`src/rtl/sensor_reading_threshold_monitor_macros.svh`:
```
// Assertion macros shared by the sensor threshold monitor RTL.
// Each macro samples on clock and is muted while reset is high.
`ifndef SENSOR_READING_THRESHOLD_MONITOR_MACROS_SVH
`define SENSOR_READING_THRESHOLD_MONITOR_MACROS_SVH

// property must hold at every edge outside reset
`define SRTM_ASSERT(lbl, prop, msg) \
   lbl: assert property (@(posedge clock) disable iff (reset) (prop)) else $error(msg);

// condition must never be seen outside reset
`define SRTM_ASSERT_NEVER(lbl, cond, msg) \
   `SRTM_ASSERT(lbl, !(cond), msg)

`endif

```
`src/rtl/srtm_pkg.sv`:
```
// Shared types and constants for the sensor threshold monitor.
// No dependencies; imported by every module of the block.
`timescale 1ns / 1ps

package srtm_pkg;

   localparam int FRAC_BITS  = 16;
   localparam int GAIN_W     = 32;
   localparam int VALUE_W    = 48;
   localparam int HYST_W     = 47;
   localparam int RAW_W      = 32;
   localparam int READ_W     = RAW_W + 1;   // widened reading, signed
   localparam int PROD_W     = 64;
   localparam int ALARMS     = 4;
   localparam int CSR_DATA_W = 48;
   localparam int CSR_IDX_W  = 3;

   localparam int ALM_WARN_HIGH = 0;
   localparam int ALM_WARN_LOW  = 1;
   localparam int ALM_CRIT_HIGH = 2;
   localparam int ALM_CRIT_LOW  = 3;

   // alarms that trip on the high side
   localparam logic [ALARMS-1:0] HIGH_MASK = 4'b0101;

   localparam logic signed [GAIN_W-1:0] GAIN_RESET = GAIN_W'(1) << FRAC_BITS;

   // queue between front and back end (power of two)
   localparam int CMD_DEPTH = 4;
   localparam int CMD_PTR_W = $clog2(CMD_DEPTH);
   localparam int CMD_CNT_W = $clog2(CMD_DEPTH + 1);

   typedef enum logic [CSR_IDX_W-1:0] {
      CSR_GAIN      = 3'd0,
      CSR_BIAS      = 3'd1,
      CSR_HYST      = 3'd2,
      CSR_WARN_HIGH = 3'd3,
      CSR_WARN_LOW  = 3'd4,
      CSR_CRIT_HIGH = 3'd5,
      CSR_CRIT_LOW  = 3'd6,
      CSR_ENABLE    = 3'd7
   } csr_index_type;

   typedef enum logic [1:0] {
      ST_OK     = 2'd0,
      ST_DECODE = 2'd1,
      ST_COMPL  = 2'd2
   } status_type;

   typedef enum logic [1:0] {
      RS_OK    = 2'd0,
      RS_DECODE = 2'd1,
      RS_COMPL = 2'd2,
      RS_RSVD  = 2'd3
   } resp_code_type;

   typedef enum logic [1:0] {
      OP_ENABLED  = 2'd0,
      OP_DISABLED = 2'd1,
      OP_UNAVAIL  = 2'd2,
      OP_UNAVAIL2 = 2'd3
   } op_state_type;

   typedef enum logic [2:0] {
      SZ_U8  = 3'd0,
      SZ_S8  = 3'd1,
      SZ_U16 = 3'd2,
      SZ_S16 = 3'd3,
      SZ_U32 = 3'd4,
      SZ_S32 = 3'd5,
      SZ_BAD6 = 3'd6,
      SZ_BAD7 = 3'd7
   } size_type;

   typedef enum logic [2:0] {
      KIND_COMPL    = 3'd0,
      KIND_DECERR   = 3'd1,
      KIND_DISABLED = 3'd2,
      KIND_UNAVAIL  = 3'd3,
      KIND_BADSIZE  = 3'd4,
      KIND_CONVERT  = 3'd5
   } kind_type;

   typedef struct packed {
      logic [1:0]       response_status;
      logic [1:0]       operational_state;
      logic [2:0]       data_size;
      logic [RAW_W-1:0] reading_raw;
   } req_type;

   typedef struct packed {
      status_type                 status;
      logic                       available;
      logic                       functional;
      logic                       value_valid;
      logic signed [VALUE_W-1:0]  value;
      logic                       warn_high_alarm;
      logic                       warn_low_alarm;
      logic                       crit_high_alarm;
      logic                       crit_low_alarm;
      logic [ALARMS-1:0]          alarm_changed;
   } rsp_type;

   // classified item handed from front to back end
   typedef struct packed {
      kind_type                  kind;
      logic signed [READ_W-1:0]  reading;
   } cmd_type;

endpackage

```
`src/rtl/srtm_queue.sv`:
```
// Short first-word-fall-through queue of classified items between front and back.
// Depends on srtm_pkg and the assertion macro header.
`timescale 1ns / 1ps
`include "sensor_reading_threshold_monitor_macros.svh"

module srtm_queue (
   input  logic              clock,
   input  logic              reset,
   input  logic              push,
   input  srtm_pkg::cmd_type push_data,
   output logic              full,
   output logic              cmd_valid,
   output srtm_pkg::cmd_type cmd_data,
   input  logic              pop
);
   import srtm_pkg::*;

   cmd_type              mem_ff [CMD_DEPTH];
   logic [CMD_PTR_W-1:0] wr_ptr_ff, wr_ptr_in;
   logic [CMD_PTR_W-1:0] rd_ptr_ff, rd_ptr_in;
   logic [CMD_CNT_W-1:0] count_ff, count_in;
   logic                 do_push, do_pop;

   assign full      = count_ff == CMD_CNT_W'(CMD_DEPTH);
   assign cmd_valid = count_ff != '0;
   assign cmd_data  = mem_ff[rd_ptr_ff];
   assign do_push   = push && !full;
   assign do_pop    = pop && cmd_valid;

   always_comb begin
      wr_ptr_in = do_push ? wr_ptr_ff + CMD_PTR_W'(1) : wr_ptr_ff;
      rd_ptr_in = do_pop  ? rd_ptr_ff + CMD_PTR_W'(1) : rd_ptr_ff;
      count_in  = count_ff + CMD_CNT_W'(do_push) - CMD_CNT_W'(do_pop);
   end

   always_ff @(posedge clock) begin
      if (reset) begin
         wr_ptr_ff <= '0;
         rd_ptr_ff <= '0;
         count_ff  <= '0;
      end else begin
         wr_ptr_ff <= wr_ptr_in;
         rd_ptr_ff <= rd_ptr_in;
         count_ff  <= count_in;
      end
   end

   always_ff @(posedge clock) begin
      if (do_push) begin
         mem_ff[wr_ptr_ff] <= push_data;
      end
   end

   `SRTM_ASSERT_NEVER(a_q_pop_empty, pop && !cmd_valid, "back end popped an empty queue")
   `SRTM_ASSERT(a_q_bound, count_ff <= CMD_CNT_W'(CMD_DEPTH), "queue count beyond depth")
   `SRTM_ASSERT(a_q_grow, (push && !full && !pop) |=> (count_ff == $past(count_ff) + 1'b1), "queue count did not grow on a lone push")

endmodule

```
`config.mk`:
```
export PLATFORM = sky130hd
export DESIGN_NAME = srtm_queue
export DESIGN_NICKNAME = d
export VERILOG_FILES = /design/src/rtl/srtm_pkg.sv /design/src/rtl/srtm_queue.sv
export VERILOG_INCLUDE_DIRS = /design/src /design/src/rtl
export SDC_FILE = /design/constraint.sdc
export NUM_CORES = 1
export LEC_CHECK = 0
export ABC_CLOCK_PERIOD_IN_PS = 2710
export BUFFER_PORTS_ARGS = -buffer_cell sky130_fd_sc_hd__buf_2
export CORE_MARGIN = 1.5
export CORE_UTILIZATION = 50
export DETAILED_ROUTE_END_ITERATION = 8
export GPL_ROUTABILITY_DRIVEN = 0
export PLACE_DENSITY = 0.82
export SYNTH_ARGS = -nofsm -noshare
export SYNTH_HDL_FRONTEND = slang
export SYNTH_SLANG_ARGS = --single-unit
export TNS_END_PERCENT = 20
```
`constraint.sdc`:
```
create_clock -name clock -period 2.71 [get_ports clock]
set_input_delay 0.6775 -clock clock [delete_from_list [all_inputs] [get_ports clock]]
set_output_delay 0.6775 -clock clock [all_outputs]
set_load 0.01 [all_outputs]
```
==> flow_metrics.tcl <==
set metrics [dict create \
    crit_type "register to output port" \
    yosysUniqueCellTypes 26 \
    ctsHtreeMaxLevel 4 \
    period_needed_ps 2490 \
    synth_area_mm2 0.00572 \
    yosys_warnings 0 \
    fmaxAchievable_mhz 402 \
    drcViolationCount 0 \
    min_period_over_period 0.918 \
    port_buffers 77 \
    cts.sinks 153 \
    status "finished, final reports clean" \
    start_util 0.521 \
    startpoint_type "register" \
    num_vias 2616 \
    synthToLayoutAreaGrowth_pct 21.8 \
    io_pins 78 \
    post_drt_wl_per_cell_um 19.4 \
    worstPathMaxFanout 36 \
    layout.nets 383 \
    power_density_mw_per_mm2 1010 \
    leakage_nw 2.44 \
    final.setup.tns_ps 0 \
    cts_buffers 17 \
    drv_cap 0 \
    rows 38 \
    grt_pass1_vias 2781 \
    die_h_um 110 \
    hold_buffers 0 \
    grt_util_all_layers 0.173 \
    wl_mm 9.49 \
    worst_pin_slew_ps 572 \
    root_buffer "clkbuf_16" \
    hold_viol_final 0 \
    viasPerCell 5.35 \
    dr.pass1.iters 5 \
    slew_headroom 0.614 \
    die-area_mm2 0.0121 \
    antenna_cells 0 \
    clk_pin_slew_ps 60 \
    post_cts_buffers 0 \
    coreArea_mm2 0.0110 \
    final_common_cell "edfxtp_1" \
    grt_max_degree 37 \
    drive_gt1_frac 0.441 \
    clk_path_buf_depth 2 \
    grt_pass1_wl_mm 14.4 \
    syn_avg_cell_area_um2 24.1 \
    clkLatencyLatePin_ps 420 \
    crit_required_ps 2030 \
    setup_slack_ps 222 \
    grt_overflow_total 0 \
    cts_resized 0 \
    hold_path_class "primary input to register" \
    synth_seq_cells 153 \
    synth_nets 284 \
    rsz0062_at_grt "false" \
    dpl.hpwl_mm 5.96 \
    ant_nets 0 \
    cp.arrival_ps 1810 \
    drv_slew 0 \
    first_iter_violations 127 \
    end_kind "output port" \
    place_ws_ps 321 \
    setup_viol 0 \
    die_w_um 110 \
    synth_seq_area_share 0.788 \
    cts_tree "done" \
    skew_ps 6.64 \
    max-vdd-ir-drop_v 0.000630 \
    synthCells 237 \
    grt_antenna_before_repair 0 \
    layout_common_cells "144 x edfxtp_1, 77 x buf_2, 30 x mux4_2, 17 x clkbuf_16, 10 x buf_4" \
]
==> power by group <==
group	switching, mW	total [mW]	internal [mW]
clock	0.865	2.59	1.72
sequential	0.107	2.98	2.88
combinational	0.730	1.45	0.722
total	1.70	7.02	5.32
==> path summary, 6_finish.rpt <==
path                                  start                         to  slack, ps  depth (start not counted)
setup / recovery                   register               cmd_data[33]        220                          3
hold / removal                push_data[24]    mem_ff[1][24]$_DFFE_PP_        470                          1
setup reg to reg     count_ff[1]$_SDFF_PP0_     count_ff[2]$_SDFF_PP0_        540                         11
hold reg to reg   wr_ptr_ff[1]$_SDFFE_PP0P_  wr_ptr_ff[1]$_SDFFE_PP0P_        520                          2
==> stage by stage <==
| stage | total power [mW] | std cells | instance area [µm²] | util | hold WS (ps) |
|---|---|---|---|---|---|
| 2_1_floorplan | 4.04 | 237 | 5720 | - | 482 |
| 3_3_place_gp | 4.47 | 457 | 6300 | 0.574 | 495 |
| 3_5_place_dp | 4.52 | 457 | 6300 | 0.574 | 524 |
| 4_1_cts | 7.11 | 489 | 6960 | 0.634 | 453 |
| 5_1_grt | 7.32 | 489 | 6960 | 0.634 | 462 |
| 6_report | 7.02 | 489 | 6960 | 0.634 | 471 |
==> kinds of logic (layout without fill, tap and decap cells) <==
group | Yosys count | in the layout | synth area share
flops | 153 | 153 | 0.788
compound gates | 4 | 4 | 0.00481
xor+xnor | 3 | 3 | 0.00460
buf+inv | 15 | 127 | 0.0206
simple gates | 18 | 18 | 0.0179
mux | 37 | 37 | 0.148
fa+ha+maj | 7 | 7 | 0.0166
==> layout make-up <==
cell class                 count  area, µm²
inverter                       6       22.5
sequential                   153       4510
tap                          140        175
clock buffer                  19        433
fill                         752       4020
timing repair buffer          89        500
multi-input combinational     69       1100
clock inverter                13        223
==> registers in the layout, summed over array words and instances, names as in the netlist, named ones only <==
register   flops
wr_ptr_ff      2
rd_ptr_ff      2
mem_ff       144
count_ff       3
==> synthesized netlist by cell type <==
cell / n / area [µm²]
edfxtp_1: 144 / 4320
mux4_2: 30 / 676
dfxtp_1: 9 / 180
ha_1: 6 / 75.1
inv_1: 6 / 22.5
mux4_1: 6 / 158
nor2_1: 6 / 22.5
and2_1: 5 / 31.3
buf_12: 3 / 60.1
buf_2: 3 / 15.0
nand2b_1: 2 / 12.5
or3_1: 2 / 12.5
xor2_1: 2 / 17.5
a21oi_1: 1 / 5.00
buf_6: 1 / 11.3
clkbuf_1: 1 / 3.75
clkbuf_2: 1 / 5.00
fa_1: 1 / 20.0
mux2i_1: 1 / 10.0
nor2b_1: 1 / 6.26
nor3_1: 1 / 5.00
nor3b_2: 1 / 12.5
o21ai_0: 1 / 5.00
o311ai_0: 1 / 8.76
o31a_1: 1 / 8.76
xnor2_1: 1 / 8.76
==> routing by layer <==
layer | wire [µm] | up-vias | global-route usage | part of all wire
met5 | 0 | - | 0 | 0
met4 | 132 | 0 | 0.0779 | 0.014
met3 | 386 | 14 | 0.0533 | 0.041
met2 | 5140 | 64 | 0.302 | 0.54
met1 | 3820 | 1350 | 0.196 | 0.40
li1 | - | 1188 | - | -
==> worst max-delay path: stages (launching register included) <==
cell and delay (ps):
dfxtp_2 340, buf_12 280, mux4_1 620, buf_2 160
(Power assumes the default switching activity.)
