==> src/rtl/sensor_reading_threshold_monitor_macros.svh <==
// Assertion macros shared by the sensor threshold monitor RTL.
// Each macro samples on clock and is muted while reset is high.
`ifndef SENSOR_READING_THRESHOLD_MONITOR_MACROS_SVH
`define SENSOR_READING_THRESHOLD_MONITOR_MACROS_SVH

// property must hold at every edge outside reset
`define SRTM_ASSERT(lbl, prop, msg) \
   lbl: assert property (@(posedge clock) disable iff (reset) (prop)) else $error(msg);

// condition must never be seen outside reset
`define SRTM_ASSERT_NEVER(lbl, cond, msg) \
   `SRTM_ASSERT(lbl, !(cond), msg)

`endif

==> src/rtl/srtm_pkg.sv <==
// Shared types and constants for the sensor threshold monitor.
// No dependencies; imported by every module of the block.
`timescale 1ns / 1ps

package srtm_pkg;

   localparam int FRAC_BITS  = 16;
   localparam int GAIN_W     = 32;
   localparam int VALUE_W    = 48;
   localparam int HYST_W     = 47;
   localparam int RAW_W      = 32;
   localparam int READ_W     = RAW_W + 1;   // widened reading, signed
   localparam int PROD_W     = 64;
   localparam int ALARMS     = 4;
   localparam int CSR_DATA_W = 48;
   localparam int CSR_IDX_W  = 3;

   localparam int ALM_WARN_HIGH = 0;
   localparam int ALM_WARN_LOW  = 1;
   localparam int ALM_CRIT_HIGH = 2;
   localparam int ALM_CRIT_LOW  = 3;

   // alarms that trip on the high side
   localparam logic [ALARMS-1:0] HIGH_MASK = 4'b0101;

   localparam logic signed [GAIN_W-1:0] GAIN_RESET = GAIN_W'(1) << FRAC_BITS;

   // queue between front and back end (power of two)
   localparam int CMD_DEPTH = 4;
   localparam int CMD_PTR_W = $clog2(CMD_DEPTH);
   localparam int CMD_CNT_W = $clog2(CMD_DEPTH + 1);

   typedef enum logic [CSR_IDX_W-1:0] {
      CSR_GAIN      = 3'd0,
      CSR_BIAS      = 3'd1,
      CSR_HYST      = 3'd2,
      CSR_WARN_HIGH = 3'd3,
      CSR_WARN_LOW  = 3'd4,
      CSR_CRIT_HIGH = 3'd5,
      CSR_CRIT_LOW  = 3'd6,
      CSR_ENABLE    = 3'd7
   } csr_index_type;

   typedef enum logic [1:0] {
      ST_OK     = 2'd0,
      ST_DECODE = 2'd1,
      ST_COMPL  = 2'd2
   } status_type;

   typedef enum logic [1:0] {
      RS_OK    = 2'd0,
      RS_DECODE = 2'd1,
      RS_COMPL = 2'd2,
      RS_RSVD  = 2'd3
   } resp_code_type;

   typedef enum logic [1:0] {
      OP_ENABLED  = 2'd0,
      OP_DISABLED = 2'd1,
      OP_UNAVAIL  = 2'd2,
      OP_UNAVAIL2 = 2'd3
   } op_state_type;

   typedef enum logic [2:0] {
      SZ_U8  = 3'd0,
      SZ_S8  = 3'd1,
      SZ_U16 = 3'd2,
      SZ_S16 = 3'd3,
      SZ_U32 = 3'd4,
      SZ_S32 = 3'd5,
      SZ_BAD6 = 3'd6,
      SZ_BAD7 = 3'd7
   } size_type;

   typedef enum logic [2:0] {
      KIND_COMPL    = 3'd0,
      KIND_DECERR   = 3'd1,
      KIND_DISABLED = 3'd2,
      KIND_UNAVAIL  = 3'd3,
      KIND_BADSIZE  = 3'd4,
      KIND_CONVERT  = 3'd5
   } kind_type;

   typedef struct packed {
      logic [1:0]       response_status;
      logic [1:0]       operational_state;
      logic [2:0]       data_size;
      logic [RAW_W-1:0] reading_raw;
   } req_type;

   typedef struct packed {
      status_type                 status;
      logic                       available;
      logic                       functional;
      logic                       value_valid;
      logic signed [VALUE_W-1:0]  value;
      logic                       warn_high_alarm;
      logic                       warn_low_alarm;
      logic                       crit_high_alarm;
      logic                       crit_low_alarm;
      logic [ALARMS-1:0]          alarm_changed;
   } rsp_type;

   // classified item handed from front to back end
   typedef struct packed {
      kind_type                  kind;
      logic signed [READ_W-1:0]  reading;
   } cmd_type;

endpackage

==> src/rtl/srtm_front.sv <==
// Front end: classifies each request and widens the raw reading by size code.
// Depends on srtm_pkg; feeds srtm_queue.
`timescale 1ns / 1ps

module srtm_front (
   input  logic              req_push,
   input  srtm_pkg::req_type req_data,
   output logic              req_full,
   output logic              q_push,
   output srtm_pkg::cmd_type q_data,
   input  logic              q_full
);
   import srtm_pkg::*;

   logic [RAW_W-1:0] raw;

   assign raw      = req_data.reading_raw;
   assign req_full = q_full;
   assign q_push   = req_push && !q_full;

   always_comb begin
      unique case (resp_code_type'(req_data.response_status))
         RS_COMPL:          q_data.kind = KIND_COMPL;
         RS_DECODE, RS_RSVD: q_data.kind = KIND_DECERR;
         RS_OK: begin
            unique case (op_state_type'(req_data.operational_state))
               OP_DISABLED:             q_data.kind = KIND_DISABLED;
               OP_UNAVAIL, OP_UNAVAIL2: q_data.kind = KIND_UNAVAIL;
               OP_ENABLED: begin
                  if (req_data.data_size > 3'(SZ_S32)) begin
                     q_data.kind = KIND_BADSIZE;
                  end else begin
                     q_data.kind = KIND_CONVERT;
                  end
               end
               default: q_data.kind = KIND_UNAVAIL;
            endcase
         end
         default: q_data.kind = KIND_DECERR;
      endcase

      unique case (size_type'(req_data.data_size))
         SZ_U8:   q_data.reading = signed'(READ_W'(raw[7:0]));
         SZ_S8:   q_data.reading = READ_W'(signed'(raw[7:0]));
         SZ_U16:  q_data.reading = signed'(READ_W'(raw[15:0]));
         SZ_S16:  q_data.reading = READ_W'(signed'(raw[15:0]));
         SZ_U32:  q_data.reading = signed'(READ_W'(raw));
         default: q_data.reading = READ_W'(signed'(raw));
      endcase
   end

endmodule

==> config.mk <==
export PLATFORM = sky130hd
export DESIGN_NAME = srtm_front
export DESIGN_NICKNAME = d
export VERILOG_FILES = /design/src/rtl/sensor_reading_threshold_monitor_macros.svh /design/src/rtl/srtm_pkg.sv /design/src/rtl/srtm_front.sv
export SDC_FILE = /design/constraint.sdc
export NUM_CORES = 1
export LEC_CHECK = 0
export CORE_AREA = 2 2 39 41
export DETAILED_ROUTE_END_ITERATION = 12
export DIE_AREA = 0 0 41 43
export DONT_BUFFER_PORTS = 1
export GPL_ROUTABILITY_DRIVEN = 1
export SKIP_LAST_GASP = 1
export SLEW_MARGIN = 20
export SYNTH_ARGS = -nofsm -noshare
export SYNTH_HDL_FRONTEND = slang
export SYNTH_SLANG_ARGS = --single-unit
==> constraint.sdc <==
create_clock -name vclk -period 1.1
set_input_delay 0.11 -clock vclk [all_inputs]
set_output_delay 0.11 -clock vclk [all_outputs]
set_load 0.03 [all_outputs]
==> impl_metrics.tcl, run 1 <==
set metrics [dict create \
    status "finished, final reports clean" \
    path_buf_inv 0 \
    crit_chain "nand4bb_1, nand2_1" \
    ctsResizeCount 0 \
    cts_hold_buf 0 \
    arrival_ps 810 \
    tightest_slew_ps 403 \
    postSynthCellCount 76 \
    design.core.area_um2 1380 \
    yosysMostFrequentCell "nand2_1" \
    grt_pass1_wl_um 1490 \
    first_pass_iters 4 \
    final_cells 87 \
    slowest_stage "nand2_1" \
    syn_area_per_cell_um2 6.04 \
    path_max_fanout 12 \
    p_per_area_nw_per_um2 729 \
    finish.instance_area_um2 470 \
    crit_family "simple AND/OR/NAND/NOR gates" \
    io_buffer_count 0 \
    p_int_uw 95.7 \
    fillCellCount 155 \
    dp.cells 87 \
    synth_nets 117 \
    path_class "input port to output pin" \
    cellLeakagePower_uw 0.000211 \
    num_rows 14 \
    area_growth_pct 2.45 \
    grt_overflow 0 \
    register_area_um2 0 \
    die_area_um2 1760 \
    vias_per_cell 5.64 \
    p_switching_uw 247 \
    yosys-top-cells-count "nand2_1, o21ai_0, buf_4, o21ai_2, buf_2" \
    ios 79 \
    dp_hpwl_um 947 \
    hold_viol 0 \
    synth_area_leaders "nand2_1, o21ai_2, buf_4" \
    fp.dieW_um 41 \
    grt_antenna_before_repair 0 \
    drc 0 \
    grt_pass1_vias 367 \
    slew_headroom_pct 73.2 \
    required_ps 990 \
    seq_cells 0 \
    final_util_pct 34.0 \
    start_util_pct 33.2 \
    yosys_warnings 0 \
    num_vias 491 \
    ys_types 18 \
    synth_top_area_share_pct 19.6 \
    power.share.clock_pct 0 \
    setup_viol 0 \
    yosysSeqAreaShare_pct 0 \
    rsz0062_at_grt "no" \
    nets 114 \
    grt_max_degree 28 \
    n_antenna_cell 0 \
    p_sw_share_pct 72.1 \
    fmax_mhz 1080 \
    finalCritPeriodShare_pct 84.1 \
    max_stage_delay_ps 360 \
    p_total_uw 343 \
    yosys.area.top_type "nand2_1" \
    slew_violations 0 \
    cp-end-kind "output pin" \
    post-route-min-period_ps 925 \
    drtIter0Drc 10 \
    wl_per_cell_um 13.3 \
    grt_usage_pct 11.3 \
    ant_nets 0 \
    ir_worst_vdd_mv 0.212 \
    dpl_cell_area_um2 470 \
    power_frac_comb_pct 100.0 \
    clock_buffers 0 \
    hold_class "input port to output pin" \
    fp.dieH_um 43 \
    drive_above_1_share_pct 33.8 \
    layout_setup_ws_ps 175 \
    cts_setup_buffers 0 \
    gp_congestion 0.755 \
    seqPwrFrac_pct 0 \
    wirelength_um 1160 \
    syn-cell-area_um2 459 \
    place_ws_ps 180 \
    start_kind "input port" \
    drv_cap 0 \
]
==> area by class of cell <==
| class | instances | area [um2] | area share (%) |
|---|---|---|---|
| well taps | 16 | 20.0 | 4.26 |
| multi-input cells | 60 | 355 | 75.5 |
| repair buffers | 11 | 95.1 | 20.2 |
==> cells in the final DEF (no fill, tap or decap), drive strengths merged <==
cell,netlist,layout
a21oi,1,1
buf,15,11
mux2i,1,1
nand2,24,24
nand2b,2,2
nand4bb,1,1
nor2,2,2
nor2b,1,1
nor3,1,1
nor4,1,1
o21ai,24,24
o22ai,1,1
o31a,1,1
==> power by group through the flow <==
stage	clock (uW)	sequential, uW	combinational [uW]
after floorplan	0	0	365
after global placement	0	0	341
after detailed placement	0	0	345
after CTS	0	0	345
after global routing	0	0	360
final	0	0	343
==> metal layers <==
layer  track usage, %  part of all wire [%]  up-vias
met5                0                     0        -
met4            0.667                     0        0
met3             1.05                   8.9        0
met2             20.6                    54       29
met1             13.9                    37      219
li1                 -                     -      243
==> per-stage QoR <==
step                hold WS (ps)  TNS, ps
finish                       220        0
global route                 220        0
CTS                          220        0
detailed placement           220        0
global placement             220        0
floorplan                    282     -821
==> logic make-up after synthesis <==
group	count (synthesis)	synth area share, %
simple gates	32	31.9
mux	1	4.90
compound gates	27	39.2
buf+inv	16	24.0
==> worst paths after layout <==
| path | startpoint | to | slack [ps] | cells past startpoint |
|---|---|---|---|---|
| worst min-delay path | req_data[4] | q_data[4] | 220 | 0 |
| worst max-delay path | req_data[33] | q_data[15] | 180 | 2 |
No activity file was read; power rests on OpenSTA's default activity.
==> inputs of run 2 (changes only) <==
- ABC_AREA: not set -> 1
- clock period: 1.1 -> 0.8 ns (I/O delays scaled with it)
==> run 2 against run 1 <==
Compared with the run above: synthesized area up 2.2%; the flow now finishes with violations (negative setup slack); clock-buffer cell count unchanged; critical path type unchanged; via count up 20%; synthesized cell count up 14%; wire length up 17%; hold slack worse by 60 ps; highest routed layer unchanged; worst setup slack worse by 190 ps; sequential cell count unchanged; final cell count up 26%.
==> impl_metrics.tcl, run 2 <==
set metrics [dict create \
    num_vias 589 \
    area_growth_pct 22.7 \
    final.setup.tns_ps -41.8 \
    n_antenna_cell 0 \
    vias_per_cell 5.35 \
    cp-end-kind "output pin" \
    syn_area_per_cell_um2 5.39 \
    seqPwrFrac_pct 0 \
    rsz0062_at_grt "yes" \
    p_int_uw 168 \
    p_per_area_nw_per_um2 886 \
    path_max_fanout 28 \
    violations "negative setup slack" \
    dpl_cell_area_um2 563 \
    slew_headroom_pct 81.3 \
    ios 79 \
    start_kind "input port" \
    start_util_pct 33.9 \
    p_switching_uw 341 \
    yosys_warnings 0 \
    finish.instance_area_um2 576 \
    postSynthCellCount 87 \
    yosys-top-cells-count "nand2_1, nand3_1, buf_4, inv_1, o21ai_0" \
    grt_pass1_vias 451 \
    grt_pass1_wl_um 1740 \
    yosys.area.top_type "nand2_1" \
    syn-cell-area_um2 469 \
    dp_hpwl_um 1030 \
    grt_usage_pct 12.8 \
    hold_viol 0 \
    multi_input_area_um2 348 \
    cellLeakagePower_uw 0.000358 \
    synth_nets 128 \
    power_frac_comb_pct 100.0 \
    wl_per_cell_um 12.4 \
    ir_worst_vdd_mv 0.272 \
    tightest_slew_ps 280 \
    gp_congestion 0.660 \
    seq_cells 0 \
    design.core.area_um2 1380 \
    post-route-min-period_ps 816 \
    layout_setup_ws_ps -15.7 \
    synth_top_area_share_pct 24.8 \
    first_pass_iters 4 \
    yosysMostFrequentCell "nand2_1" \
    required_ps 720 \
    cts_setup_buffers 0 \
    drive_above_1_share_pct 37.2 \
    p_sw_share_pct 67.0 \
    finalCritPeriodShare_pct 102 \
    num_rows 14 \
    setup_viol 5 \
    fillCellCount 154 \
    power.share.clock_pct 0 \
    ctsResizeCount 0 \
    register_area_um2 0 \
    wirelength_um 1360 \
    grt_antenna_before_repair 0 \
    drv_cap 0 \
    grt_max_degree 29 \
    hold_class "input port to output pin" \
    drc 0 \
    grt_overflow 0 \
    synth_area_leaders "nand2_1, nand3_1, buf_4" \
    slew_violations 0 \
    fmax_mhz 1230 \
    mostFrequentLayoutCell "nand2_1" \
    drtIter0Drc 3 \
    die_area_um2 1760 \
    status "finished with violations" \
    layout_common_cells "nand2_1, buf_4, nand3_1" \
    clock_buffers 0 \
    yosysSeqAreaShare_pct 0 \
    path_class "input port to output pin" \
    arrival_ps 740 \
    ant_nets 0 \
    fp.dieH_um 43 \
    nets 137 \
    fp.dieW_um 41 \
    ys_types 14 \
    io_buffer_count 0 \
]
==> run 2: cell types whose count changed after synthesis, moves of 3 or more <==
cell	before	now
nand3_1	0	18
o21ai_2	9	0
inv_1	0	8
nand2_1	24	31
o21ai_0	15	8
buf_2	4	1
buf_6	1	4
==> run 2: final timing paths <==
| path | start | to | slack, ps | depth (start not counted) |
|---|---|---|---|---|
| max | req_data[34] | q_data[18] | -20 | 4 |
| min | q_full | req_full | 160 | 0 |
==> run 2: cell families after synthesis <==
family | count (synthesis) | share of synthesized area (%)
and+or+nand+nor | 54 | 56.5
buffers and inverters | 24 | 33.9
AOI/OAI and AO/OA | 9 | 9.60
==> run 2: power groups by stage <==
| stage | sequential [uW] | clock [uW] | combinational (uW) |
|---|---|---|---|
| floorplan | 0 | 0 | 490 |
| global placement | 0 | 0 | 503 |
| detailed placement | 0 | 0 | 510 |
| CTS | 0 | 0 | 511 |
| global route | 0 | 0 | 546 |
| finish | 0 | 0 | 510 |
==> run 2: repair_timing <==
action / 4_1_cts / 5_1_grt
hold buffers: 0 / 0
setup endpoints to repair: 0 / 17
hold endpoints to repair: 0 / 0
==> run 2: stage by stage <==
step | worst slack (ps) | util (%) | total power [uW] | hold WS, ps | cells
2_1_floorplan | -94.1 | - | 490 | 228 | 87
3_3_place_gp | 55.6 | 40.7 | 503 | 160 | 109
3_5_place_dp | 16.8 | 40.7 | 510 | 160 | 109
4_1_cts | 15.6 | 40.7 | 511 | 160 | 109
5_1_grt | -49.7 | 41.6 | 546 | 160 | 110
6_report | -15.7 | 41.6 | 510 | 160 | 110
==> run 2: layer usage <==
metal	up-vias	part of all wire (%)	GRT usage, %
met3	0	14	1.05
li1	287	-	-
met1	262	34	13.9
met4	0	0	0.667
met5	-	0	0
met2	40	53	25.3
==> run 2: critical path: stages <==
cell and delay [ps]:
inv_1 100, nand4_2 220, nand3_1 160, buf_4 170
==> run 2: final cells by class <==
class,count,share of cell area [%]
Inverter,8,5.22
Multi-Input combinational cell,64,60.4
Tap cell,16,3.48
Timing Repair Buffer,22,30.9
==> inputs of run 3 (changes only) <==
--- a/config.mk
+++ b/config.mk
@@ -7,3 +7,2 @@
 export LEC_CHECK = 0
-export ABC_AREA = 1
 export CORE_AREA = 2 2 39 41
==> constraint.sdc (replaced) <==
create_clock -name vclk -period 0.8
set_input_delay 0.08 -clock vclk [all_inputs]
set_output_delay 0.08 -clock vclk [all_outputs]
set_load 0.01 [all_outputs]
==> run 3 against run 2 <==
Compared with the run above: the flow now finishes without violations; maximum frequency is 4.7% higher; sequential share of layout area unchanged; critical path type unchanged; core utilization is 10 points lower; via count decreased by 19%; critical endpoint is now q_data[19].
==> impl_metrics.tcl, run 3 (synthesized netlist as in run 1, its figures left out) <==
set metrics [dict create \
    fp.dieW_um 41 \
    ios 79 \
    die_area_um2 1760 \
    num_rows 14 \
    cts_hold_buf 0 \
    cts_setup_buffers 0 \
    register_area_um2 0 \
    drive_above_1_share_pct 26.6 \
    seq_cells 0 \
    crit_chain "nand2b_4, o21ai_0" \
    layout_common_cells "nand2_1, o21ai_0, o21ai_2" \
    first_pass_iters 3 \
    p_per_area_nw_per_um2 630 \
    status "finished, final reports clean" \
    wl_per_cell_um 14.6 \
    fillCellCount 150 \
    p_sw_share_pct 61.7 \
    cellLeakagePower_uw 0.000175 \
    place_ws_ps 15.2 \
    fmax_mhz 1280 \
    dp_hpwl_um 914 \
    drv_cap 0 \
    design.core.area_um2 1380 \
    vias_per_cell 5.96 \
    tightest_slew_ps 375 \
    ir_worst_vdd_mv 0.222 \
    rsz0062_at_grt "yes" \
    max_stage_delay_ps 380 \
    layout_setup_ws_ps 20.8 \
    start_kind "input port" \
    mostFrequentLayoutCell "nand2_1" \
    arrival_ps 700 \
    nets 107 \
    drc 0 \
    path_class "input port to output pin" \
    ant_nets 0 \
    seqPwrFrac_pct 0 \
    grt_pass1_vias 355 \
    hold_class "input port to output pin" \
    path_max_fanout 27 \
    grt_overflow 0 \
    hold_end "q_data[7]" \
    drtIter0Drc 2 \
    p_int_uw 104 \
    io_buffer_count 0 \
    slew_headroom_pct 74.7 \
    worstHoldPathCells 0 \
    required_ps 720 \
    num_vias 477 \
    final.setup.tns_ps 0 \
    crit_family "compound AO/OA/AOI/OAI gates" \
    cp-end-kind "output pin" \
    wirelength_um 1160 \
    slowest_stage "o21ai_0" \
    power_frac_comb_pct 100.0 \
    grt_usage_pct 10.7 \
    n_antenna_cell 0 \
    clock_buffers 0 \
    grt_max_degree 28 \
    ctsResizeCount 0 \
    final_cells 80 \
    path_buf_inv 0 \
    post-route-min-period_ps 779 \
    p_switching_uw 167 \
    finalCritPeriodShare_pct 97.4 \
    min_from "req_data[7]" \
    dp.cells 79 \
    fp.dieH_um 43 \
    hold_viol 0 \
    power.share.clock_pct 0 \
    area_growth_pct -6.27 \
    start_util_pct 33.2 \
    grt_pass1_wl_um 1410 \
    setup_viol 0 \
    gp_congestion 0.636 \
    grt_antenna_before_repair 0 \
    slew_violations 0 \
]
==> run 3: cell count changes in the layout (fill, tap and decap cells not counted), moves of 2 or more <==
| cell | delta |
|---|---|
| buf_4 | -19 |
| nand3_1 | -18 |
| o21ai_2 | +9 |
| inv_1 | -8 |
| nand2_2 | -8 |
| o21ai_0 | +5 |
| o21ai_1 | +2 |
==> run 3: area by class of cell <==
cell class	count	area, um2	area share [%]
timing repair buffer	3	35.0	8.14
tap	16	20.0	4.65
multi-input combinational	61	375	87.2
==> run 3: worst max-delay path by stage <==
stage | from | to | slack, ps | cells past startpoint
6_report | req_data[34] | q_data[19] | 20 | 2
5_1_grt | req_data[34] | q_data[19] | -20 | 2
4_1_cts | req_data[34] | q_data[19] | 20 | 2
3_5_place_dp | req_data[34] | q_data[19] | 20 | 2
3_3_place_gp | req_data[33] | q_data[32] | 30 | 3
2_1_floorplan | req_data[34] | q_data[32] | 9 | 4
==> run 3: metal layers <==
layer / share of wire (%) / wire, um / up-vias / track usage, %
met5: 0 / 0 / - / 0
met4: 0 / 0 / 0 / 0
met3: 12 / 143 / 0 / 3.14
li1: - / - / 230 / -
met1: 38 / 445 / 206 / 9.81
met2: 49 / 575 / 41 / 21.9
==> run 3: stage by stage <==
step / hold WS, ps / area, um2 / utilization, % / power [uW]
2_1_floorplan: 206 / 470 / - / 302
3_3_place_gp: 160 / 412 / 29.7 / 265
3_5_place_dp: 160 / 412 / 29.7 / 269
4_1_cts: 160 / 412 / 29.7 / 269
5_1_grt: 160 / 430 / 31.1 / 298
6_report: 160 / 430 / 31.1 / 271
==> run 3: power by group through the flow <==
| stage | Combinational, uW | Sequential, uW | Clock (uW) |
|---|---|---|---|
| 3_3_place_gp | 265 | 0 | 0 |
| 4_1_cts | 269 | 0 | 0 |
| 5_1_grt | 298 | 0 | 0 |
| 3_5_place_dp | 269 | 0 | 0 |
| 2_1_floorplan | 302 | 0 | 0 |
| 6_report | 271 | 0 | 0 |
